**config.mk**
```make
export PLATFORM = sky130hd
export DESIGN_NAME = bfov_cell
export DESIGN_NICKNAME = d
export VERILOG_FILES = /design/src/rtl/core/bfov_pkg.sv /design/src/rtl/core/bfov_cell.sv
export SDC_FILE = /design/constraint.sdc
export NUM_CORES = 1
export LEC_CHECK = 0
export ABC_AREA = 1
export BUFFER_PORTS_ARGS = -buffer_cell sky130_fd_sc_hd__buf_4
export CORE_UTILIZATION = 45
export CTS_BUF_LIST = sky130_fd_sc_hd__clkbuf_16
export CTS_CLUSTER_DIAMETER = 50
export CTS_CLUSTER_SIZE = 25
export DETAILED_ROUTE_END_ITERATION = 10
export PLACE_DENSITY = 0.67
export SYNTH_ARGS = -nofsm -noshare
export SYNTH_HDL_FRONTEND = slang
export SYNTH_SLANG_ARGS = --single-unit
```
**constraint.sdc**
```tcl
create_clock -name i_clk -period 22.7 [get_ports i_clk]
set_input_delay 1.135 -clock i_clk [delete_from_list [all_inputs] [get_ports i_clk]]
set_output_delay 1.135 -clock i_clk [all_outputs]
set_load 0.005 [all_outputs]
```
**src/rtl/core/bfov_pkg.sv**
```systemverilog
// Shared types, constants and the arctangent table of the bearing field-of-view test.
// No dependencies; imported by every module of the block.
`default_nettype none

package bfov_pkg;

    // Angle of the CORDIC unit: degrees with 20 fraction bits
    localparam int TAB_FRAC = 20;
    localparam int TAB_LEN  = 24;

    // CORDIC vector width (signed) and angle accumulator width (signed)
    localparam int XW = 58;
    localparam int ZW = 28;

    // Border reduction: offset border values and their approximate quotients
    localparam int VW = 24;
    localparam int QW = 16;
    localparam int RW = 16;

    // Where a vector lying on an axis points
    typedef enum logic [1:0] {
        AX_ZERO,
        AX_QUARTER,
        AX_HALF,
        AX_THREEQ
    } t_axis;

    // Per-item data that rides alongside the CORDIC vector
    typedef struct packed {
        logic            is_axis;
        t_axis           axis_sel;
        logic            neg_x;
        logic            neg_y;
        logic [VW-1:0]   v_l;
        logic [VW-1:0]   v_r;
        logic [QW-1:0]   q_l;
        logic [QW-1:0]   q_r;
    } t_side;

    // atan(2^-i) in degrees, 20 fraction bits, rounded to nearest
    function automatic logic signed [ZW-1:0] bfov_atan(input logic [4:0] idx);
        logic signed [ZW-1:0] v;
        case (idx)
            5'd0:    v = ZW'(47185920);
            5'd1:    v = ZW'(27855475);
            5'd2:    v = ZW'(14718068);
            5'd3:    v = ZW'(7471121);
            5'd4:    v = ZW'(3750058);
            5'd5:    v = ZW'(1876857);
            5'd6:    v = ZW'(938658);
            5'd7:    v = ZW'(469357);
            5'd8:    v = ZW'(234682);
            5'd9:    v = ZW'(117342);
            5'd10:   v = ZW'(58671);
            5'd11:   v = ZW'(29335);
            5'd12:   v = ZW'(14668);
            5'd13:   v = ZW'(7334);
            5'd14:   v = ZW'(3667);
            5'd15:   v = ZW'(1833);
            5'd16:   v = ZW'(917);
            5'd17:   v = ZW'(458);
            5'd18:   v = ZW'(229);
            5'd19:   v = ZW'(115);
            5'd20:   v = ZW'(57);
            5'd21:   v = ZW'(29);
            5'd22:   v = ZW'(14);
            5'd23:   v = ZW'(7);
            default: v = '0;
        endcase
        return v;
    endfunction

endpackage

`default_nettype wire

```
**src/rtl/core/bfov_cell.sv**
```systemverilog
// One CORDIC vectoring cell: a single micro-rotation by atan(2^-STAGE), registered,
// with its own valid bit and handshake. Uses bfov_pkg.
`default_nettype none

module bfov_cell
    import bfov_pkg::*;
#(
    parameter int STAGE = 0
) (
    input  wire logic                 i_clk,
    input  wire logic                 i_rst_n,
    input  wire logic                 i_valid,
    output logic                      o_ready,
    input  wire logic signed [XW-1:0] i_x,
    input  wire logic signed [XW-1:0] i_y,
    input  wire logic signed [ZW-1:0] i_z,
    input  wire t_side                i_side,
    output logic                      o_valid,
    input  wire logic                 i_ready,
    output logic signed [XW-1:0]      o_x,
    output logic signed [XW-1:0]      o_y,
    output logic signed [ZW-1:0]      o_z,
    output t_side                     o_side
);

    logic                 r_valid;
    logic signed [XW-1:0] xs;
    logic signed [XW-1:0] ys;
    logic signed [ZW-1:0] step;
    logic signed [XW-1:0] n_x;
    logic signed [XW-1:0] n_y;
    logic signed [ZW-1:0] n_z;
    logic signed [XW-1:0] r_x;
    logic signed [XW-1:0] r_y;
    logic signed [ZW-1:0] r_z;
    t_side                r_side;

    assign o_ready = !r_valid || i_ready;
    assign o_valid = r_valid;

    always_ff @(posedge i_clk) begin
        if (!i_rst_n) begin
            r_valid <= 1'b0;
        end else if (o_ready) begin
            r_valid <= i_valid;
        end
    end

    // rotate toward y = 0; shifts are floor shifts
    always_comb begin
        xs   = i_x >>> STAGE;
        ys   = i_y >>> STAGE;
        step = bfov_atan(5'(STAGE));
        if (!i_y[XW-1] && (i_y != '0)) begin
            n_x = i_x + ys;
            n_y = i_y - xs;
            n_z = i_z + step;
        end else begin
            n_x = i_x - ys;
            n_y = i_y + xs;
            n_z = i_z - step;
        end
    end

    always_ff @(posedge i_clk) begin
        if (o_ready && i_valid) begin
            r_x    <= n_x;
            r_y    <= n_y;
            r_z    <= n_z;
            r_side <= i_side;
        end
    end

    assign o_x    = r_x;
    assign o_y    = r_y;
    assign o_z    = r_z;
    assign o_side = r_side;

endmodule

`default_nettype wire

```
==> reports/results.ini <==
[layout]
multiInputGateArea_mm2 = 0.0134
fillerInstances = 5284
area_growth_pct = 21.5
layout-drive-gt1-share_pct = 17.3
nNetsFinal = 4491
ff_latch_area_mm2 = 0.00687
num_antenna_cells = 0

[sta]
clock.fmax_ghz = 0.226
rsz0062_at_grt = false
post-route-period-util_pct = 19.5
hold_viol = 0
max-slew-margin-rel_pct = 13.7
setup_viol = 0
finClkSkew_ns = 0.0322
period_minus_slack_ns = 4.43
postLayoutSetupSlackWorst_ns = 18.27
setup_tns_ns = 0
max_slew.worst_pin.slew_ns = 1.28
slew_viol_final = 0

[floorplan]
die_x_um = 231
boundaryPins = 464
start_util_pct = 45.9
dieArea_mm2 = 0.0536
die_h_um = 231
core_mm2 = 0.0516
rows = 83

[power_and_ir_drop]
ir_worst_vdd_mv = 0.0443
power.density_mw_per_mm2 = 59.8
power_switching_w = 0.000648
p_int_w = 0.00107
p_leak_nw = 15.7
p_comb_share_pct = 33.8
power_frac_clock_pct = 34.7
netSwitchingFraction_pct = 37.7
power_frac_seq_pct = 31.5

[clocking]
postCtsSetupRepairBufs = 0
clock_path_buffers = 3
post_cts_resized = 0
cts_root_buf = clkbuf_16
cts_tree = yes
ctsHoldBuffers = 0
path_clk_slew_ns = 0.07
htreeDepth = 2
clk-insertion-delay-late_ns = 0.58
numCtsBuffers = 35
cts.sinks = 229

[route]
remaining_drc_errors = 0
routedWlPerCell_um = 20.6
viasPerCell = 5.24
drtAntennaViolNets = 0
vias = 25100
routed_wl_mm = 98.7
drtIter0Drc = 2494
dr.pass1.iters = 6

[logic_synthesis]
seq_area_frac_synth_pct = 29.0
synth_area_per_cell_um2 = 6.49
syn_nets = 4062
synth-edff-count = 228
synth_cell_type_count = 48
postSynthCellCount = 3648
synthFlopType = edfxtp_1
synth.cell_area_mm2 = 0.0237
async_flop_share_pct = 0
synth-warning-count = 0
synth_seq_cells = 229

[min_path]
timing.hold.worst.class = register to register
min-delay-start = o_valid$_SDFFE_PN0N_

[place]
dpl_worst_slack_ns = 17.78
numPortBuffers = 463
gp_congestion = 1.06
hpwl_mm = 84.0

[job]
drv_cap = 0

[critical_path]
rr_startpoint = o_valid$_SDFFE_PN0N_
criticalPathCategory = primary input to register
cp_cell_sequence = buf_4 -> nor4_1 -> nand3_1 -> nor2_1 -> nand2_1 -> nand2_4 -> inv_4 -> ha_1 -> nand2_1 -> o21ai_0 -> a21oi_1 -> nor2_1 -> nor2_1 -> xnor2_1
worstSetupEndpointType = register
cp_common_cell = nor2_1
critPathRequiredTime_ns = 23.02
startpoint_type = primary input
critPathMaxFanout = 48
critPathMaxStageDelay_ns = 1.07
slowest_stage = nor4_1
worst-path-buf-inv = 2
critPathLaunch = i_y[37]
critPathTopFamily = simple AND/OR/NAND/NOR gates
critPathArrivalTime_ns = 4.75

[global_route]
grtUsageTotal_pct = 36.2
grt_overflow = 0
grt_max_degree = 82
grt_pass1_wl_mm = 143
antenna_found_initial = 1
grt_pass1_vias = 23300

[outcome]
status = completed

## final timing paths
kind	to	slack [ns]	cells past startpoint
worst min-delay path	o_valid$_SDFFE_PN0N_	0.55	2
worst min register to register	o_valid$_SDFFE_PN0N_	0.55	2
worst max register to register	o_y[56]$_DFFE_PP_	20.17	3
worst max-delay path	o_z[26]$_DFFE_PP_	18.27	14
## power by group through the flow
| stage | combinational, W | clock (W) | sequential (W) |
|---|---|---|---|
| after global placement | 0.000563 | 0 | 0.000551 |
| after floorplan | 0.000332 | 0 | 0.000552 |
| after detailed placement | 0.000565 | 0 | 0.000551 |
| after global routing | 0.000631 | 0.000618 | 0.000544 |
| after CTS | 0.000567 | 0.000601 | 0.000543 |
| final | 0.000581 | 0.000597 | 0.000542 |
## state kept, by name (all words and copies together) (netlist names)
name     flops
o_valid      1
o_side      85
o_x         58
o_z         28
o_y         57
## final cells by class
class                      instances  area share (%)
clock buffer                      35            3.04
clock inverter                    28            1.44
multi-input combinational       2576            46.5
inverter                         766            10.0
timing repair buffer             469            12.2
sequential                       229            23.9
tap                              680            2.96
## tightest hold or removal path, cell delays in order, from the launching register on
cell	delay, ns
dfxtp_1	0.35
nand2_1	0.09
a21boi_0	0.07
## cell families after synthesis
group / after synthesis / synth area share [%]
and+or+nand+nor: 1999 / 36.8
buffers and inverters: 843 / 14.6
AOI/OAI and AO/OA: 327 / 7.36
DFF: 229 / 29.0
adders and majority gates: 181 / 9.69
xor gates and xnor gates: 69 / 2.58
## layer usage
layer	up-vias	global-route usage, %	part of all wire (%)
li1	12200	-	-
met1	11500	45.6	40
met2	1244	60.2	46
met3	196	5.44	9.1
met4	0	17.6	5.1
met5	-	0	0
## cell usage after synthesis, types with 28 or more instances
cell type	number	area [um2]
a21oi_1	162	811
ha_1	177	2210
inv_1	736	2760
edfxtp_1	228	6850
nand2_1	1310	4920
nand3_1	245	1230
nor2_1	205	769
nor2_2	53	332
nand4_1	67	419
inv_2	28	105
xor2_1	66	578
o21ai_0	101	505
## metrics by stage
stage | cells | total power (W) | utilization [%] | hold slack [ns] | cell area [um2]
global placement | 4720 | 0.00111 | 53.3 | 0.545 | 27500
global route | 4783 | 0.00179 | 55.8 | 0.587 | 28800
detailed placement | 4720 | 0.00112 | 53.3 | 0.546 | 27500
floorplan | 3648 | 0.000883 | - | 0.523 | 23700
finish | 4783 | 0.00172 | 55.8 | 0.554 | 28800
CTS | 4783 | 0.00171 | 55.8 | 0.556 | 28800
## placed cells by master (no fill, tap or decap), types with 66 or more instances in the layout
master and instances:
o21ai_0 101, a21oi_1 161, nand4_1 67, nand3_1 245
nor2_1 205, inv_1 737, edfxtp_1 228, nand2_1 1310
ha_1 177, xor2_1 66, buf_4 469
Note: power is estimated with default switching activity, not from simulation.
