`src/rtl/core/bfov_pkg.sv`:
```
// Shared types, constants and the arctangent table of the bearing field-of-view test.
// No dependencies; imported by every module of the block.
`default_nettype none

package bfov_pkg;

    // Angle of the CORDIC unit: degrees with 20 fraction bits
    localparam int TAB_FRAC = 20;
    localparam int TAB_LEN  = 24;

    // CORDIC vector width (signed) and angle accumulator width (signed)
    localparam int XW = 58;
    localparam int ZW = 28;

    // Border reduction: offset border values and their approximate quotients
    localparam int VW = 24;
    localparam int QW = 16;
    localparam int RW = 16;

    // Where a vector lying on an axis points
    typedef enum logic [1:0] {
        AX_ZERO,
        AX_QUARTER,
        AX_HALF,
        AX_THREEQ
    } t_axis;

    // Per-item data that rides alongside the CORDIC vector
    typedef struct packed {
        logic            is_axis;
        t_axis           axis_sel;
        logic            neg_x;
        logic            neg_y;
        logic [VW-1:0]   v_l;
        logic [VW-1:0]   v_r;
        logic [QW-1:0]   q_l;
        logic [QW-1:0]   q_r;
    } t_side;

    // atan(2^-i) in degrees, 20 fraction bits, rounded to nearest
    function automatic logic signed [ZW-1:0] bfov_atan(input logic [4:0] idx);
        logic signed [ZW-1:0] v;
        case (idx)
            5'd0:    v = ZW'(47185920);
            5'd1:    v = ZW'(27855475);
            5'd2:    v = ZW'(14718068);
            5'd3:    v = ZW'(7471121);
            5'd4:    v = ZW'(3750058);
            5'd5:    v = ZW'(1876857);
            5'd6:    v = ZW'(938658);
            5'd7:    v = ZW'(469357);
            5'd8:    v = ZW'(234682);
            5'd9:    v = ZW'(117342);
            5'd10:   v = ZW'(58671);
            5'd11:   v = ZW'(29335);
            5'd12:   v = ZW'(14668);
            5'd13:   v = ZW'(7334);
            5'd14:   v = ZW'(3667);
            5'd15:   v = ZW'(1833);
            5'd16:   v = ZW'(917);
            5'd17:   v = ZW'(458);
            5'd18:   v = ZW'(229);
            5'd19:   v = ZW'(115);
            5'd20:   v = ZW'(57);
            5'd21:   v = ZW'(29);
            5'd22:   v = ZW'(14);
            5'd23:   v = ZW'(7);
            default: v = '0;
        endcase
        return v;
    endfunction

endpackage

`default_nettype wire

```
`src/rtl/core/bfov_post.sv`:
```
// Back end: clamp and round the CORDIC angle, restore the quadrant, finish the border
// reduction and run the sector test. Two pipeline stages, the second is the output register.
// Uses bfov_pkg.
`default_nettype none

module bfov_post
    import bfov_pkg::*;
#(
    parameter int ANGLE_FRAC_BITS = 7
) (
    input  wire logic                 i_clk,
    input  wire logic                 i_rst_n,
    input  wire logic                 i_valid,
    output logic                      o_ready,
    input  wire logic signed [ZW-1:0] i_z,
    input  wire t_side                i_side,
    output logic                      o_valid,
    input  wire logic                 i_ready,
    output logic                      o_inside,
    output logic [15:0]               o_bearing
);

    localparam int FULL    = 360 << ANGLE_FRAC_BITS;
    localparam int MOD2    = 2 * FULL;
    localparam int BW      = $clog2(FULL) + 1;
    localparam int SH      = TAB_FRAC - ANGLE_FRAC_BITS;
    localparam logic signed [ZW-1:0] ZMAX = ZW'(90 << TAB_FRAC);
    localparam logic signed [ZW-1:0] ZRND = ZW'(1 << (SH - 1));
    localparam logic [BW-1:0] FULL_B    = BW'(FULL);
    localparam logic [BW-1:0] QUARTER_B = BW'(FULL / 4);
    localparam logic [BW-1:0] HALF_B    = BW'(FULL / 2);
    localparam logic [BW-1:0] THREEQ_B  = BW'(3 * (FULL / 4));
    localparam logic [VW-1:0] MOD2_V    = VW'(MOD2);

    logic                 r_v1;
    logic                 r_v2;
    logic                 rdy1;
    logic                 rdy2;

    logic signed [ZW-1:0] zc;
    logic [ZW-1:0]        zr;
    logic [BW-1:0]        a;
    logic [BW-1:0]        rq;
    logic [BW-1:0]        n_b;
    logic [VW-1:0]        n_rl;
    logic [VW-1:0]        n_rr;
    logic [BW-1:0]        r_b;
    logic [VW-1:0]        r_rl;
    logic [VW-1:0]        r_rr;

    logic [VW-1:0]        bl;
    logic [VW-1:0]        br;
    logic [VW-1:0]        b2;
    logic                 n_inside;
    logic                 r_inside;
    logic [15:0]          r_bear;

    assign rdy2    = !r_v2 || i_ready;
    assign rdy1    = !r_v1 || rdy2;
    assign o_ready = rdy1;
    assign o_valid = r_v2;

    always_ff @(posedge i_clk) begin
        if (!i_rst_n) begin
            r_v1 <= 1'b0;
            r_v2 <= 1'b0;
        end else begin
            if (rdy1) r_v1 <= i_valid;
            if (rdy2) r_v2 <= r_v1;
        end
    end

    // stage 1: angle to bearing, border remainders in [0, 2*modulus)
    always_comb begin
        zc = i_z;
        if (i_z[ZW-1])      zc = '0;
        else if (i_z > ZMAX) zc = ZMAX;
        zr = zc + ZRND;
        a  = BW'(zr >> SH);

        if (i_side.neg_x) rq = i_side.neg_y ? HALF_B + a : HALF_B - a;
        else              rq = i_side.neg_y ? FULL_B - a : a;
        if (rq >= FULL_B) rq = rq - FULL_B;

        if (i_side.is_axis) begin
            unique case (i_side.axis_sel)
                AX_ZERO:    n_b = '0;
                AX_QUARTER: n_b = QUARTER_B;
                AX_HALF:    n_b = HALF_B;
                AX_THREEQ:  n_b = THREEQ_B;
            endcase
        end else begin
            n_b = rq;
        end

        n_rl = i_side.v_l - VW'(i_side.q_l) * MOD2_V;
        n_rr = i_side.v_r - VW'(i_side.q_r) * MOD2_V;
    end

    always_ff @(posedge i_clk) begin
        if (rdy1 && i_valid) begin
            r_b  <= n_b;
            r_rl <= n_rl;
            r_rr <= n_rr;
        end
    end

    // stage 2: final correction and sector test in half angle units
    always_comb begin
        bl = (r_rl >= MOD2_V) ? r_rl - MOD2_V : r_rl;
        br = (r_rr >= MOD2_V) ? r_rr - MOD2_V : r_rr;
        b2 = VW'(r_b) << 1;
        // wrapped sector: both borders themselves count as outside
        n_inside = ((b2 >= bl) && (b2 <= br)) || ((bl > br) && ((b2 < br) || (b2 > bl)));
    end

    always_ff @(posedge i_clk) begin
        if (rdy2 && r_v1) begin
            r_inside <= n_inside;
            r_bear   <= 16'(r_b);
        end
    end

    assign o_inside  = r_inside;
    assign o_bearing = r_bear;

endmodule

`default_nettype wire

```
`config.mk`:
```
export PLATFORM = sky130hd
export DESIGN_NAME = bfov_post
export DESIGN_NICKNAME = d
export VERILOG_FILES = /design/src/rtl/core/bfov_pkg.sv /design/src/rtl/core/bfov_post.sv
export SDC_FILE = /design/constraint.sdc
export NUM_CORES = 1
export LEC_CHECK = 0
export ABC_AREA = 1
export ABC_CLOCK_PERIOD_IN_PS = 7000
export BUFFER_PORTS_ARGS = -buffer_cell sky130_fd_sc_hd__buf_2
export CORE_MARGIN = 2
export CORE_UTILIZATION = 64
export DETAILED_ROUTE_END_ITERATION = 12
export GPL_TIMING_DRIVEN = 0
export PLACE_DENSITY = 0.92
export SETUP_SLACK_MARGIN = 0.2
export SLEW_MARGIN = 20
export SYNTH_ARGS = -nofsm -noshare
export SYNTH_HDL_FRONTEND = slang
export SYNTH_SLANG_ARGS = --single-unit
```
`constraint.sdc`:
```
create_clock -name i_clk -period 7 [get_ports i_clk]
set_clock_uncertainty 0.1 [all_clocks]
set_input_delay 1.4 -clock i_clk [delete_from_list [all_inputs] [get_ports i_clk]]
set_output_delay 1.4 -clock i_clk [all_outputs]
set_load 0.02 [all_outputs]
```
==> impl.org <==
** Timing
- Actual transition at the worst max-transition pin :: 0.628 ns
- Final setup violation count :: 0
- Setup TNS after final layout :: 0 ns
- Worst slew margin relative to its limit :: 58.0%
- The final max-slew violation count came to 0.
- Tmin final :: 5.38 ns
- Fin worst setup slack :: 1.62 ns
- In the finished design, the share of the clock period the worst path needs comes to 76.9%.
- Based on the critical path, the design can be clocked at up to 0.186 GHz.
- The total count of hold-check failures in the final report was 0.
- Setup repair after global routing missed its margin :: false

** Clock network
- In this run, post-CTS repair resized a total of 0 instances.
- Cell at the root of the clock tree :: sky130_fd_sc_hd__clkbuf_16
- Setup repair bufs after CTS :: 0
- For this design, the CTS-stage hold fixing added 0 buffers.
- Clock tree synthesis inserted a total of 9 buffers.
- The clock reaches the later pin of the worst-skew pair after 0.34 ns.
- H-Tree Level Count :: 3
- The clock net in this run drives a total of 84 sinks.
- Clock-pin slew was measured on the worst setup and hold paths at 0.07 ns.
- TritonCTS built the clock tree.
- No sink is reached through more buffers than the 2 on the longest clock path.

** Placed design
- GP Congestion :: 0.922
- The number of placed instances, taps included, is 1429.
- Pre-CTS WS :: 1.28 ns
- Half-perimeter wire length of the detailed placement result :: 16.5 mm
- In this run the tool buffered the top-level ports with 128 buffer cells.

** Layout
- Fraction of final layout cells sized beyond drive strength 1 :: 14.2%
- In the final design database the tool counted 1545 nets.
- Relative to the synthesized area, the layout overhead comes to 13.6%.
- Number of antenna diodes :: 0
- Once layout is complete, the cells apart from fillers number 1445.
- Commonest non-fill, non-tap cell in the layout :: sky130_fd_sc_hd__inv_1
- In the final layout, flip-flops and latches occupy 2500 um^2.
- Filler cell count :: 949
- Footprint of the multi-input gates :: 5550 um^2
- Leading cell types in the layout, fill and taps excluded :: 246 x sky130_fd_sc_hd__inv_1, 186 x sky130_fd_sc_hd__nand2_1, 136 x sky130_fd_sc_hd__ha_1, 129 x sky130_fd_sc_hd__buf_2, 82 x sky130_fd_sc_hd__edfxtp_1

** Synthesis
- FFs w/ async S/R, synth :: 0%
- The share of the Yosys chip area taken by registers is 27.7%.
- Synthesis handed over a netlist of 1119 instances.
- The number of nets handed over by synthesis was 1404.
- Ranked by total cell area, the synthesized netlist is headed by sky130_fd_sc_hd__edfxtp_1 27%, sky130_fd_sc_hd__ha_1 19%, sky130_fd_sc_hd__inv_1 10%.
- Per-instance average area after synthesis :: 8.07 um^2
- For this run, the leading register cell type out of synthesis is sky130_fd_sc_hd__edfxtp_1.
- After synthesis the cells add up to 9020 um^2.
- The synthesized design contains 82 enable-type register cells.
- Total number of yosys warnings :: 0
- Top cell type's share of synthesized area :: 27.3%
- After synthesis the netlist holds a flip-flop and latch count of 84.
- Cell taking the most area after synthesis :: sky130_fd_sc_hd__edfxtp_1
- The number of different library cells used by synthesis comes to 45.

** Floorplanning
- Initial cell density of the core :: 65.3%
- Placeable core region :: 13800 um^2
- In this run the core area contains 43 standard-cell rows.
- From left edge to right edge, the die measures 123 um.
- Ports placed on the boundary :: 136
- Die span in y :: 123 um
- The floorplan step defined a die boundary enclosing 15100 um^2.

** GRT
- For this run, the total global-route usage over all layers was measured as 28.3%.
- Vias in the first global route :: 7825
- For this run the aggregate overflow at the end of global routing stands at 0.
- Wire length of the first global-routing pass :: 34.3 mm
- Number of antenna violations at the first check in global routing :: 0
- Maximum number of pins on one net before global-route repair :: 53

** Worst setup path
- The number of buffers and inverters on the critical path is 4.
- The worst setup path is launched from a primary input.
- Largest driver fanout on the critical path :: 10
- Broken down by cell family, the worst path's largest delay share belongs to simple AND/OR/NAND/NOR gates.
- The largest single stage delay on the critical path is 0.24 ns.
- Crit end category :: flop
- Most used cell, CP :: sky130_fd_sc_hd__nand2_1
- The worst setup path is of the primary input to flop kind.
- Required @ worst endpoint :: 6.98 ns
- Max stage delay cell, worst path :: sky130_fd_sc_hd__nor2_4
- Arrival time of the worst setup path :: 5.36 ns

** Routing
- Wire length reported by the detailed router :: 20.5 mm
- 1st-pass router iterations :: 5
- DRT antenna net count :: 0
- The detailed router finished its first iteration with 512 violations.
- The final route contains 7933 vias.
- After detailed routing, the number of remaining DRC violations is 0.
- Routed WL per cell :: 14.2 um
- Number of vias per cell :: 5.49

** Outcome
- The run finished with clean final reports.

** Power and ir drop
- Leakage power figure :: 5.41 nW
- Total power per unit cell area :: 287 nW/um^2
- Max IR drop VDD :: 0.151 mV

** Flow run
- Max-cap viol count :: 0

** Worst hold path
- The worst hold path belongs to the class flop to flop.
[cell usage after synthesis, drive strengths merged (2+ instances only)]
cell type / instances
xor2: 43
o211ai: 2
nand4: 28
a21oi: 76
edfxtp: 82
fa: 32
o21a: 4
dfxtp: 2
o21ai: 34
xnor2: 24
clkbuf: 3
buf: 2
nor4: 2
a211oi: 5
nor2: 80
o21bai: 5
nand3b: 7
and2: 4
nor3b: 2
nand3: 67
nor3: 17
inv: 250
nand2: 198
ha: 136
a21o: 4
[layout make-up]
cell class              count  area share [%]
clock inverters             6           0.854
repair buffers            130            6.63
multi-input cells         779            54.2
well taps                 180            2.20
clock buffers              10            2.23
inverters                 251            9.24
flip-flops and latches     84            24.4
plain buffers               5           0.268
[worst reg2reg max path: stages, from the launching register on]
cell                       delay, ns
sky130_fd_sc_hd__edfxtp_1       0.43
sky130_fd_sc_hd__o21a_1         0.23
sky130_fd_sc_hd__a21oi_1        0.23
sky130_fd_sc_hd__nor2_1         0.09
sky130_fd_sc_hd__nor2_1         0.16
sky130_fd_sc_hd__inv_1          0.10
sky130_fd_sc_hd__nor2_1         0.31
sky130_fd_sc_hd__inv_1          0.21
sky130_fd_sc_hd__o21ai_0        0.40
sky130_fd_sc_hd__inv_1          0.10
sky130_fd_sc_hd__ha_1           0.29
sky130_fd_sc_hd__nand4_1        0.13
sky130_fd_sc_hd__nor4_1         0.37
sky130_fd_sc_hd__nand2_1        0.15
sky130_fd_sc_hd__o211ai_1       0.12
sky130_fd_sc_hd__nand2_1        0.07
sky130_fd_sc_hd__nor4_1         0.52
sky130_fd_sc_hd__nand2_1        0.08
sky130_fd_sc_hd__a21boi_0       0.16
sky130_fd_sc_hd__o21ai_0        0.21
[stage by stage]
stage	hold slack, ns	power [mW]	utilization, %	instance area [um^2]
after floorplan	0.347	2.01	-	9020
after global placement	0.357	2.29	71.5	9890
after detailed placement	0.397	2.39	71.9	9940
after CTS	0.419	2.92	74.1	10300
after global routing	0.446	3.18	74.1	10300
final	0.438	2.95	74.1	10300
[per-layer routing]
| metal | vias to the layer above | routed length, um | global-route usage [%] |
|---|---|---|---|
| met5 | - | 0 | 0 |
| met4 | 0 | 629 | 9.34 |
| met3 | 82 | 1120 | 4.09 |
| met2 | 303 | 10200 | 50.3 |
| met1 | 3613 | 8540 | 35.0 |
| li1 | 3935 | - | - |
[path summary, 6_finish.rpt]
kind / startpoint / endpoint / slack [ns] / cells past startpoint
min reg2reg: r_b[6]$_SDFFCE_PP0P_ / o_bearing[6]$_DFFE_PP_ / 0.44 / 0
min: r_b[6]$_SDFFCE_PP0P_ / o_bearing[6]$_DFFE_PP_ / 0.44 / 0
max reg2reg: r_rl[11]$_DFFE_PP_ / o_inside$_DFFE_PP_ / 2.36 / 19
max: i_z[27] / r_b[12]$_DFFE_PP_ / 1.62 / 37
[sequential cells by signal (all words and copies together), names as in the netlist]
register and count:
r_b 17, o_valid 1, r_v1 1, o_bearing 16, o_inside 1, r_rl 24, r_rr 24
[power by group]
part	switching, mW	internal, mW
combinational	0.980	0.668
sequential	0.0769	0.717
clock	0.191	0.313
[cell families (layout without fill, tap and decap cells)]
kind of cell,count (synthesis),after routing,synth area share [%]
and+or+nand+nor,408,408,20.7
buffers and inverters,256,402,10.8
adders and majority gates,168,168,26.0
AOI/OAI and AO/OA,136,136,8.32
DFF,84,84,27.7
xor gates and xnor gates,67,67,6.50
(Power assumes the default switching activity.)
