--- config.mk ---
export PLATFORM = sky130hd
export DESIGN_NAME = bfov_prep
export DESIGN_NICKNAME = d
export VERILOG_FILES = /design/src/rtl/core/bfov_pkg.sv /design/src/rtl/core/bfov_prep.sv
export SDC_FILE = /design/constraint.sdc
export NUM_CORES = 1
export LEC_CHECK = 0
export BUFFER_PORTS_ARGS = -buffer_cell sky130_fd_sc_hd__clkbuf_2
export CAP_MARGIN = 10
export CORE_MARGIN = 5
export CORE_UTILIZATION = 35
export DETAILED_ROUTE_END_ITERATION = 12
export HOLD_SLACK_MARGIN = 0.05
export SLEW_MARGIN = 25
export SYNTH_ARGS = -nofsm -noshare
export SYNTH_HDL_FRONTEND = slang
export SYNTH_SLANG_ARGS = --single-unit
--- constraint.sdc ---
create_clock -name i_clk -period 6.5 [get_ports i_clk]
set_clock_uncertainty 0.05 [all_clocks]
set_input_delay 0.975 -clock i_clk [delete_from_list [all_inputs] [get_ports i_clk]]
set_output_delay 0.975 -clock i_clk [all_outputs]
set_load 0.01 [all_outputs]
--- src/rtl/core/bfov_pkg.sv ---
// Shared types, constants and the arctangent table of the bearing field-of-view test.
// No dependencies; imported by every module of the block.
`default_nettype none

package bfov_pkg;

    // Angle of the CORDIC unit: degrees with 20 fraction bits
    localparam int TAB_FRAC = 20;
    localparam int TAB_LEN  = 24;

    // CORDIC vector width (signed) and angle accumulator width (signed)
    localparam int XW = 58;
    localparam int ZW = 28;

    // Border reduction: offset border values and their approximate quotients
    localparam int VW = 24;
    localparam int QW = 16;
    localparam int RW = 16;

    // Where a vector lying on an axis points
    typedef enum logic [1:0] {
        AX_ZERO,
        AX_QUARTER,
        AX_HALF,
        AX_THREEQ
    } t_axis;

    // Per-item data that rides alongside the CORDIC vector
    typedef struct packed {
        logic            is_axis;
        t_axis           axis_sel;
        logic            neg_x;
        logic            neg_y;
        logic [VW-1:0]   v_l;
        logic [VW-1:0]   v_r;
        logic [QW-1:0]   q_l;
        logic [QW-1:0]   q_r;
    } t_side;

    // atan(2^-i) in degrees, 20 fraction bits, rounded to nearest
    function automatic logic signed [ZW-1:0] bfov_atan(input logic [4:0] idx);
        logic signed [ZW-1:0] v;
        case (idx)
            5'd0:    v = ZW'(47185920);
            5'd1:    v = ZW'(27855475);
            5'd2:    v = ZW'(14718068);
            5'd3:    v = ZW'(7471121);
            5'd4:    v = ZW'(3750058);
            5'd5:    v = ZW'(1876857);
            5'd6:    v = ZW'(938658);
            5'd7:    v = ZW'(469357);
            5'd8:    v = ZW'(234682);
            5'd9:    v = ZW'(117342);
            5'd10:   v = ZW'(58671);
            5'd11:   v = ZW'(29335);
            5'd12:   v = ZW'(14668);
            5'd13:   v = ZW'(7334);
            5'd14:   v = ZW'(3667);
            5'd15:   v = ZW'(1833);
            5'd16:   v = ZW'(917);
            5'd17:   v = ZW'(458);
            5'd18:   v = ZW'(229);
            5'd19:   v = ZW'(115);
            5'd20:   v = ZW'(57);
            5'd21:   v = ZW'(29);
            5'd22:   v = ZW'(14);
            5'd23:   v = ZW'(7);
            default: v = '0;
        endcase
        return v;
    endfunction

endpackage

`default_nettype wire

--- src/rtl/core/bfov_prep.sv ---
// Front end: coordinate differences, quadrant and axis flags, CORDIC start vector,
// offset sector borders and their reciprocal quotients. Two pipeline stages. Uses bfov_pkg.
`default_nettype none

module bfov_prep
    import bfov_pkg::*;
#(
    parameter int COORD_BITS      = 16,
    parameter int ANGLE_FRAC_BITS = 7
) (
    input  wire logic                         i_clk,
    input  wire logic                         i_rst_n,
    input  wire logic                         i_valid,
    output logic                              o_ready,
    input  wire logic [COORD_BITS-1:0]        i_ox,
    input  wire logic [COORD_BITS-1:0]        i_oy,
    input  wire logic [COORD_BITS-1:0]        i_tx,
    input  wire logic [COORD_BITS-1:0]        i_ty,
    input  wire logic [15:0]                  i_facing,
    input  wire logic [15:0]                  i_view_width,
    output logic                              o_valid,
    input  wire logic                         i_ready,
    output logic signed [XW-1:0]              o_x,
    output logic signed [XW-1:0]              o_y,
    output t_side                             o_side
);

    localparam int CB     = COORD_BITS;
    localparam int FULL   = 360 << ANGLE_FRAC_BITS;
    localparam int MOD2   = 2 * FULL;
    // multiple of the border modulus that keeps facing*2 - width non-negative
    localparam int OFS    = MOD2 * (65535 / MOD2 + 1);
    localparam int RECIP  = (1 << VW) / MOD2;
    localparam int SHIFT0 = 54 - CB;

    logic               r_v1;
    logic               r_v2;
    logic               rdy1;
    logic               rdy2;

    logic signed [CB:0] n_dx;
    logic signed [CB:0] n_dy;
    logic [VW-1:0]      n_vl;
    logic [VW-1:0]      n_vr;
    logic signed [CB:0] r_dx;
    logic signed [CB:0] r_dy;
    logic [VW-1:0]      r_vl;
    logic [VW-1:0]      r_vr;

    logic [CB:0]        ax;
    logic [CB:0]        ay;
    logic [VW+RW-1:0]   prod_l;
    logic [VW+RW-1:0]   prod_r;
    logic signed [XW-1:0] n_x;
    logic signed [XW-1:0] n_y;
    t_side              n_side;
    logic signed [XW-1:0] r_x;
    logic signed [XW-1:0] r_y;
    t_side              r_side;

    // stage handshakes: a stage loads when empty or when its item moves on
    assign rdy2    = !r_v2 || i_ready;
    assign rdy1    = !r_v1 || rdy2;
    assign o_ready = rdy1;
    assign o_valid = r_v2;

    always_ff @(posedge i_clk) begin
        if (!i_rst_n) begin
            r_v1 <= 1'b0;
            r_v2 <= 1'b0;
        end else begin
            if (rdy1) r_v1 <= i_valid;
            if (rdy2) r_v2 <= r_v1;
        end
    end

    // stage 1: differences and offset borders
    always_comb begin
        n_dx = $signed({i_tx[CB-1], i_tx}) - $signed({i_ox[CB-1], i_ox});
        n_dy = $signed({i_ty[CB-1], i_ty}) - $signed({i_oy[CB-1], i_oy});
        n_vl = VW'({i_facing, 1'b0}) - VW'(i_view_width) + VW'(OFS);
        n_vr = VW'({i_facing, 1'b0}) + VW'(i_view_width);
    end

    always_ff @(posedge i_clk) begin
        if (rdy1 && i_valid) begin
            r_dx <= n_dx;
            r_dy <= n_dy;
            r_vl <= n_vl;
            r_vr <= n_vr;
        end
    end

    // stage 2: magnitudes, axis decode, quotient estimates (may be one low)
    always_comb begin
        ax = r_dx[CB] ? (CB+1)'(-r_dx) : (CB+1)'(r_dx);
        ay = r_dy[CB] ? (CB+1)'(-r_dy) : (CB+1)'(r_dy);
        n_x = $signed(XW'(ax) << SHIFT0);
        n_y = $signed(XW'(ay) << SHIFT0);

        prod_l = (VW+RW)'(r_vl) * (VW+RW)'(RECIP);
        prod_r = (VW+RW)'(r_vr) * (VW+RW)'(RECIP);

        n_side.neg_x    = r_dx[CB];
        n_side.neg_y    = r_dy[CB];
        n_side.is_axis  = (r_dx == '0) || (r_dy == '0);
        n_side.axis_sel = AX_ZERO;
        if (r_dx == '0) begin
            if (r_dy == '0)    n_side.axis_sel = AX_ZERO;
            else if (r_dy[CB]) n_side.axis_sel = AX_THREEQ;
            else               n_side.axis_sel = AX_QUARTER;
        end else if (r_dy == '0) begin
            n_side.axis_sel = r_dx[CB] ? AX_HALF : AX_ZERO;
        end
        n_side.v_l = r_vl;
        n_side.v_r = r_vr;
        n_side.q_l = prod_l[VW+QW-1:VW];
        n_side.q_r = prod_r[VW+QW-1:VW];
    end

    always_ff @(posedge i_clk) begin
        if (rdy2 && r_v1) begin
            r_x    <= n_x;
            r_y    <= n_y;
            r_side <= n_side;
        end
    end

    assign o_x    = r_x;
    assign o_y    = r_y;
    assign o_side = r_side;

endmodule

`default_nettype wire

==> results of run 1 <==
registers in the layout, indices dropped and copies added (netlist names):
register	count
r_vl	19
r_dx	17
o_y	17
r_v1	1
r_vr	17
r_dy	17
o_x	17
o_valid	1
o_side	49
per-stage QoR:
step / power (mW) / setup WS [ps]
finish: 5.71 / 1890
global route: 6.50 / 1570
CTS: 5.84 / 1840
detailed placement: 4.73 / 1860
global placement: 4.64 / 1950
floorplan: 4.00 / 1180
metal layers:
layer | up-vias | track usage | part of all wire
met5 | - | 0 | 0.00045
met4 | 2 | 0.0282 | 0.010
met3 | 16 | 0.0322 | 0.057
met2 | 234 | 0.236 | 0.50
met1 | 4424 | 0.165 | 0.43
li1 | 4639 | - | -
cells by family (layout without fill, tap and decap cells):
group | after synthesis | in the layout | share of synthesized area
DFF | 155 | 155 | 0.328
muxes | 2 | 2 | 0.00150
adders and majority gates | 279 | 279 | 0.298
buffers and inverters | 472 | 565 | 0.157
and+or+nand+nor | 196 | 196 | 0.0693
other | 1 | 111 | 0.000265
AOI/OAI and AO/OA | 185 | 185 | 0.0902
xor gates and xnor gates | 90 | 90 | 0.0557
cell usage after synthesis (all sizes together) (10+ instances only):
library cell and instances:
xnor2 77, nor2b 16, ha 182, o21ai 34, nand3 17, nor2 45, a21oi 53, fa 97
buf 123, a21o 17, o31ai 15, inv 339, nand2 44, or3 10, xor2 13, edfxtp 153
nor3 22, clkbuf 10
where the power goes:
part           total [mW]  switching, mW  internal (mW)
Clock                1.07          0.453          0.618
Sequential           1.41          0.106           1.30
Combinational        3.23           1.82           1.41
Total                5.71           2.38           3.33
final timing paths:
kind | startpoint | endpoint | slack [ps]
setup reg to reg | r_vr[13] | o_side[2] | 1890
hold / removal | r_dx[0] | o_x[38] | 410
hold reg to reg | r_dx[0] | o_x[38] | 410
setup / recovery | r_vr[13] | o_side[2] | 1890
layout make-up:
type                    instances  area (um^2)
repair buffers                194          976
clock inverters                15          199
clock buffers                  17          425
well taps                     525          657
multi-input cells             863         7710
fillers                      3991        23900
inverters                     339         1270
flip-flops and latches        155         4630
==> out/metrics.yaml, run 1 <==
status: "completed"
htree_levels: 4
rsz0062_at_grt: "false"
drive_gt1_frac: 0.155
start_util: 0.355
end_kind: "flip-flop"
die_area_um2: 44500
cp.arrival_ps: 4760
syn_area_per_cell_um2: 10.2
vias: 9315
grt_first_pass_wirelength_mm: 47.7
setup_viol: 0
overflow: 0
start_kind: "flip-flop"
p_leak_nw: 7.92
criticalPathCategory: "flip-flop to flip-flop"
fp.dieH_um: 211
post_cts_buffers: 0
area_growth_pct: 12.2
critPathMaxStageDelay_ps: 540
synth_top_area_cell: "edfxtp_1"
ant_nets: 0
synth_cells: 1380
min_path_type: "flip-flop to flip-flop"
finalMaxSlewViolations: 0
ios: 303
grt_pass1_vias: 9805
r2r.worst_path.cells: 18
fin_setup_tns_ps: 0
insertion_delay_ps: 440
synthesis.area_um2: 14100
track_usage: 0.133
gp_congestion: 0.832
cts_hold_buf: 0
grt_max_degree: 71
cp_num_buf_inv: 4
cts.sinks: 155
relSlewSlack: 0.360
first_iter_violations: 344
synth_edf_count: 153
vdd_drop_max_mv: 0.236
antenna_found_initial: 1
crit_chain: "ha_1, inv_1, fa_1, inv_1, fa_1, inv_1, fa_1, inv_1, ha_1, a21o_1, a21o_1, a21oi_1, nor2_1, nor3_1, o211ai_1, and2_1, o21ai_0, nand2b_1"
first_pass_iters: 4
synth-main-ff-cell: "edfxtp_1"
synth_area_leaders: "edfxtp_1 (32%), ha_1 (16%), fa_1 (14%)"
hpwl_mm: 24.5
worstMarginPinSlew_ps: 961
hold_viol: 0
coreArea_um2: 39800
yosys.cell_types.count: 65
final_common_cell: "inv_1"
wl_per_cell_um: 13.8
path_common_cell: "inv_1"
ys_seq_area_frac: 0.328
drcViolationCount: 0
dp.cells: 2076
place_area_um2: 15300
required_ps: 6640
stdcell_count: 2108
layout.nets: 1949
rows: 73
path_clk_slew_ps: 70
maxCapViolCount: 0
synth_seq_cells: 155
cts.repair.resized: 0
worst_path_max_delay_cell: "fa_1"
port_buffers: 192
path_depth: 18
vias_per_cell: 4.42
crit_family: "adder cells"
clockRootBuffer: "clkbuf_16"
cts_buffers: 17
antenna_cells: 0
synth_warnings: 0
cts_buffer_depth: 2
ys_async_sr_fraction: 0
fin_crit_sh: 0.710
drt_wl_total_mm: 29.1
max_freq_mhz: 217
cts_tree: "done"
finish.utilization: 0.399
pwr_density_cell_nw_per_um2: 360
layout_common_cells: "inv_1 (339), clkbuf_2 (192), ha_1 (182), edfxtp_1 (153), conb_1 (111)"
worstPathMaxFanout: 4
fin_crit_ps: 4610
synth_top_cell_area_share: 0.325
min_path_cells: 0
die_w_um: 211
hold_ws_ps: 409
final_area_um2: 15900
Power figures use the tool's default switching activity.
==> inputs of run 2 (changes only) <==
- clock period: 6.5 -> 4.55 ns (I/O delays scaled with it)
==> out/metrics.yaml, run 2 (synthesized netlist as in run 1, its figures left out) <==
clockRootBuffer: "clkbuf_16"  # unchanged
criticalPathCategory: "flip-flop to flip-flop"  # unchanged
cts_buffers: 17  # unchanged
final_area_um2: 16200  # was 15900 um^2
pwr_density_cell_nw_per_um2: 530  # was 360 nW/um^2
rows: 73  # unchanged
vias_per_cell: 4.44  # was 4.42
cp_num_buf_inv: 5  # was 4
drive_gt1_frac: 0.185  # was 0.155
layout_common_cells: "inv_1 (333), clkbuf_2 (192), ha_1 (176), edfxtp_1 (153), conb_1 (111)"  # was inv_1 (339), clkbuf_2 (192), ha_1 (182), edfxtp_1 (153), conb_1 (111)
busiest_layer: "met2"  # unchanged
crit_family: "adder cells"  # unchanged
ant_nets: 0  # unchanged
min_path_type: "flip-flop to flip-flop"  # unchanged
die_area_um2: 44500  # unchanged
fin_setup_tns_ps: 0  # unchanged
insertion_delay_ps: 440  # about the same
die_w_um: 211  # unchanged
wl_per_cell_um: 14.0  # was 13.8 um
path_clk_slew_ps: 70  # about the same
status: "completed"  # unchanged
relSlewSlack: 0.355  # was 0.360
fp.dieH_um: 211  # unchanged
crit_chain: "ha_1, inv_2, fa_1, inv_1, fa_1, inv_1, fa_1, inv_1, ha_1, a21o_1, a21o_1, a21oi_2, nor2_1, nor3_2, o211ai_1, buf_4, and2_4, o31a_1"  # was ha_1, inv_1, fa_1, inv_1, fa_1, inv_1, fa_1, inv_1, ha_1, a21o_1, a21o_1, a21oi_1, nor2_1, nor3_1, o211ai_1, and2_1, o21ai_0, nand2b_1
grt_max_degree: 84  # was 71
largest_reg_flops: 49  # unchanged
grt_util_met2: 0.240  # was 0.236
vdd_drop_max_mv: 0.337  # was 0.236 mV
end_kind: "flip-flop"  # unchanged
cp.arrival_ps: 4540  # was 4760 ps
hold_ws_ps: 401  # was 409 ps
area_growth_pct: 14.4  # was 12.2%
worstMarginPinSlew_ps: 967  # was 961 ps
max_freq_mhz: 228  # was 217 MHz
place_area_um2: 15400  # was 15300 um^2
gp_congestion: 0.808  # was 0.832
setup_viol: 0  # unchanged
ios: 303  # unchanged
fin_crit_sh: 0.966  # was 0.710
finalMaxSlewViolations: 0  # unchanged
cts_tree: "done"  # unchanged
start_util: 0.355  # unchanged
start_kind: "flip-flop"  # unchanged
grt_pass1_vias: 9814  # was 9805
final_common_cell: "inv_1"  # unchanged
antenna_cells: 0  # unchanged
p_leak_nw: 8.04  # was 7.92 nW
grt_use_met3: 0.0333  # was 0.0322
worstPathMaxFanout: 4  # unchanged
antenna_found_initial: 0  # was 1
dpl_worst_slack_ps: -26.0  # was 1860 ps
drt_wl_total_mm: 29.9  # was 29.1 mm
hpwl_mm: 24.6  # was 24.5 mm
cts_buffer_depth: 2  # unchanged
port_buffers: 192  # unchanged
hold_viol: 0  # unchanged
worst_path_max_delay_cell: "fa_1"  # unchanged
first_iter_violations: 355  # was 344
layout.nets: 1977  # was 1949
first_pass_iters: 5  # was 4
finalWorstSetupSlack_ps: 156  # was 1890 ps
drcViolationCount: 0  # unchanged
grt_first_pass_wirelength_mm: 47.9  # was 47.7 mm
vias: 9476  # was 9315
met1_usage: 0.165  # about the same
coreArea_um2: 39800  # unchanged
fin_crit_ps: 4390  # was 4610 ps
htree_levels: 4  # unchanged
track_usage: 0.134  # was 0.133
overflow: 0  # unchanged
cts.sinks: 155  # unchanged
maxCapViolCount: 0  # unchanged
critPathMaxStageDelay_ps: 520  # was 540 ps
required_ps: 4700  # was 6640 ps
[run 2: path summary, 6_finish.rpt]
kind / start / endpoint / slack [ps] / depth (start not counted)
setup / recovery: r_vr[12] / o_side[1] / 160 / 18
hold / removal: r_dx[0] / o_x[38] / 400 / 0
setup reg to reg: r_vr[12] / o_side[1] / 160 / 18
hold reg to reg: r_dx[0] / o_x[38] / 400 / 0
[run 2: report_power, final]
part	internal, mW	switching [mW]
combinational	2.27	2.87
clock	0.799	0.649
sequential	1.86	0.133
[run 2: routing by layer]
layer / part of all wire / wire length (um) / vias up
met5: 0 / 0 / -
li1: - / - / 4703
met3: 0.059 / 1760 / 20
met1: 0.42 / 12600 / 4481
met2: 0.51 / 15200 / 272
met4: 0.0096 / 286 / 0
[run 2: final cells by class]
class	instances	area (um^2)
Fill cell	3929	23600
Multi-Input combinational cell	863	7840
Sequential cell	155	4630
Inverter	339	1270
Timing Repair Buffer	222	1190
Tap cell	525	657
Clock buffer	19	453
Clock inverter	13	133
[run 2: timing repair]
item | CTS | global route
setup endpoints to repair | 4 | 8
gates resized for setup | 0 | 29
pin swaps | 2 | 20
buffers inserted | 4 | 11
hold buffers | 0 | 0
[run 2: per-stage QoR]
step / cells / power [mW] / util
finish: 2136 / 8.58 / 0.406
global route: 2136 / 9.68 / 0.406
CTS: 2125 / 8.31 / 0.401
detailed placement: 2089 / 6.79 / 0.386
global placement: 2089 / 6.63 / 0.385
floorplan: 1490 / 5.72 / -
==> inputs of run 3 (changes only) <==
- CORE_MARGIN: 5 -> 3
==> out/metrics.yaml, run 3 (synthesized netlist as in run 1, its figures left out) <==
setup_viol: 0  # unchanged
min_path_type: "flip-flop to flip-flop"  # unchanged
finalMaxSlewViolations: 0  # unchanged
worstMarginPinSlew_ps: 967  # about the same
grt_pass1_vias: 9698  # was 9814
start_kind: "flip-flop"  # unchanged
layout.nets: 1982  # was 1977
vias_per_cell: 4.44  # about the same
pwr_density_cell_nw_per_um2: 522  # was 530 nW/um^2
die_area_um2: 42900  # was 44500 um^2
insertion_delay_ps: 440  # about the same
coreArea_um2: 39800  # unchanged
cts_hold_buf: 0  # unchanged
start_util: 0.355  # unchanged
gp_congestion: 0.830  # was 0.808
cts.sinks: 155  # unchanged
drive_gt1_frac: 0.186  # was 0.185
first_iter_violations: 291  # was 355
fp.dieH_um: 207  # was 211 um
wl_per_cell_um: 13.7  # was 14.0 um
ios: 303  # unchanged
cp.arrival_ps: 4560  # was 4540 ps
relSlewSlack: 0.355  # about the same
required_ps: 4680  # was 4700 ps
track_usage: 0.136  # was 0.134
cts_buffer_depth: 2  # unchanged
grt_max_degree: 71  # was 84
largest_reg_flops: 49  # unchanged
end_kind: "flip-flop"  # unchanged
hold_viol: 0  # unchanged
max_freq_mhz: 226  # was 228 MHz
hpwl_mm: 24.3  # was 24.6 mm
clockRootBuffer: "clkbuf_16"  # unchanged
port_buffers: 192  # unchanged
maxCapViolCount: 0  # unchanged
path_common_cell: "fa_1"
worstPathMaxFanout: 4  # unchanged
first_pass_iters: 4  # was 5
antenna_found_initial: 1  # was 0
crit_family: "adder cells"  # unchanged
layout_common_cells: "inv_1 (333), clkbuf_2 (192), ha_1 (178), edfxtp_1 (153), conb_1 (111)"  # was inv_1 (333), clkbuf_2 (192), ha_1 (176), edfxtp_1 (153), conb_1 (111)
criticalPathCategory: "flip-flop to flip-flop"  # unchanged
crit_chain: "ha_1, inv_2, fa_1, inv_1, fa_1, inv_2, fa_1, inv_1, ha_1, a21o_1, a21o_1, a21oi_2, nor2_1, nor3_2, o211ai_1, and2_4, o31a_1"  # was ha_1, inv_2, fa_1, inv_1, fa_1, inv_1, fa_1, inv_1, ha_1, a21o_1, a21o_1, a21oi_2, nor2_1, nor3_2, o211ai_1, buf_4, and2_4, o31a_1
dpl_worst_slack_ps: -70.4  # was -26.0 ps
final_common_cell: "inv_1"  # unchanged
critPathMaxStageDelay_ps: 530  # was 520 ps
vdd_drop_max_mv: 0.336  # was 0.337 mV
drcViolationCount: 0  # unchanged
path_clk_slew_ps: 80  # was 70 ps
ant_nets: 0  # unchanged
fin_crit_ps: 4430  # was 4390 ps
worst_path_max_delay_cell: "fa_1"  # unchanged
cp_num_buf_inv: 4  # was 5
p_leak_nw: 8.06  # was 8.04 nW
drt_wl_total_mm: 29.3  # was 29.9 mm
fin_setup_tns_ps: 0  # unchanged
cts_tree: "done"  # unchanged
path_depth: 17  # was 18
cts_buffers: 17  # unchanged
power_mw: 8.46  # was 8.58 mW
status: "completed"  # unchanged
rows: 73  # unchanged
dp.cells: 2091  # was 2089
r2r.worst_path.cells: 17  # was 18
die_w_um: 207  # was 211 um
min_path_cells: 0  # unchanged
htree_levels: 4  # unchanged
stdcell_count: 2142  # was 2136
grt_first_pass_wirelength_mm: 47.5  # was 47.9 mm
vias: 9511  # was 9476
fin_crit_sh: 0.974  # was 0.966
area_growth_pct: 14.7  # was 14.4%
finalWorstSetupSlack_ps: 119  # was 156 ps
overflow: 0  # unchanged
[run 3: worst reg2reg max path, stage by stage (launching register included)]
cell and delay, ps:
edfxtp_1 470, ha_1 330, inv_2 60, fa_1 530, inv_1 50, fa_1 490, inv_2 40, fa_1 500
inv_1 40, ha_1 190, a21o_1 170, a21o_1 180, a21oi_2 120, nor2_1 50, nor3_2 210, o211ai_1 220
and2_4 210, o31a_1 250
[run 3: area by class of cell]
cell class	count	area (um^2)
fillers	3934	23600
multi-input cells	863	7820
flip-flops and latches	155	4630
inverters	339	1270
repair buffers	227	1260
well taps	525	657
clock buffers	17	425
clock inverters	15	151
diodes	1	2.50
[run 3: stage by stage]
stage               hold slack [ps]   util  area, um^2
global route                    394  0.407       16200
CTS                             380  0.402       16000
finish                          404  0.407       16200
detailed placement              390  0.386       15400
global placement                384  0.386       15400
floorplan                       374      -       14600
[run 3: final timing paths]
check | start | slack, ps | endpoint
worst max-delay path | r_vr[14] | 120 | o_side[1]
worst min register to register | r_dx[0] | 400 | o_x[38]
worst max register to register | r_vr[14] | 120 | o_side[1]
worst min-delay path | r_dx[0] | 400 | o_x[38]
[run 3: metal layers]
metal | GRT usage | part of all wire
met1 | 0.166 | 0.42
met5 | 0 | 0.00058
met4 | 0.0417 | 0.018
met3 | 0.0279 | 0.057
met2 | 0.242 | 0.50
[run 3: power breakdown]
part           internal, mW  total [mW]  leakage, nW  switching [mW]
Combinational          2.22        5.06         6.32            2.83
Sequential             1.85        1.99         1.48           0.132
Clock                 0.729        1.42        0.270           0.689
Total                  4.81        8.46         8.06            3.65
[run 3: timing repair]
action | in CTS | in global routing
resized for setup | 1 | 27
buffers inserted | 5 | 12
endpoints found under the setup margin | 5 | 8
pin swaps | 2 | 14
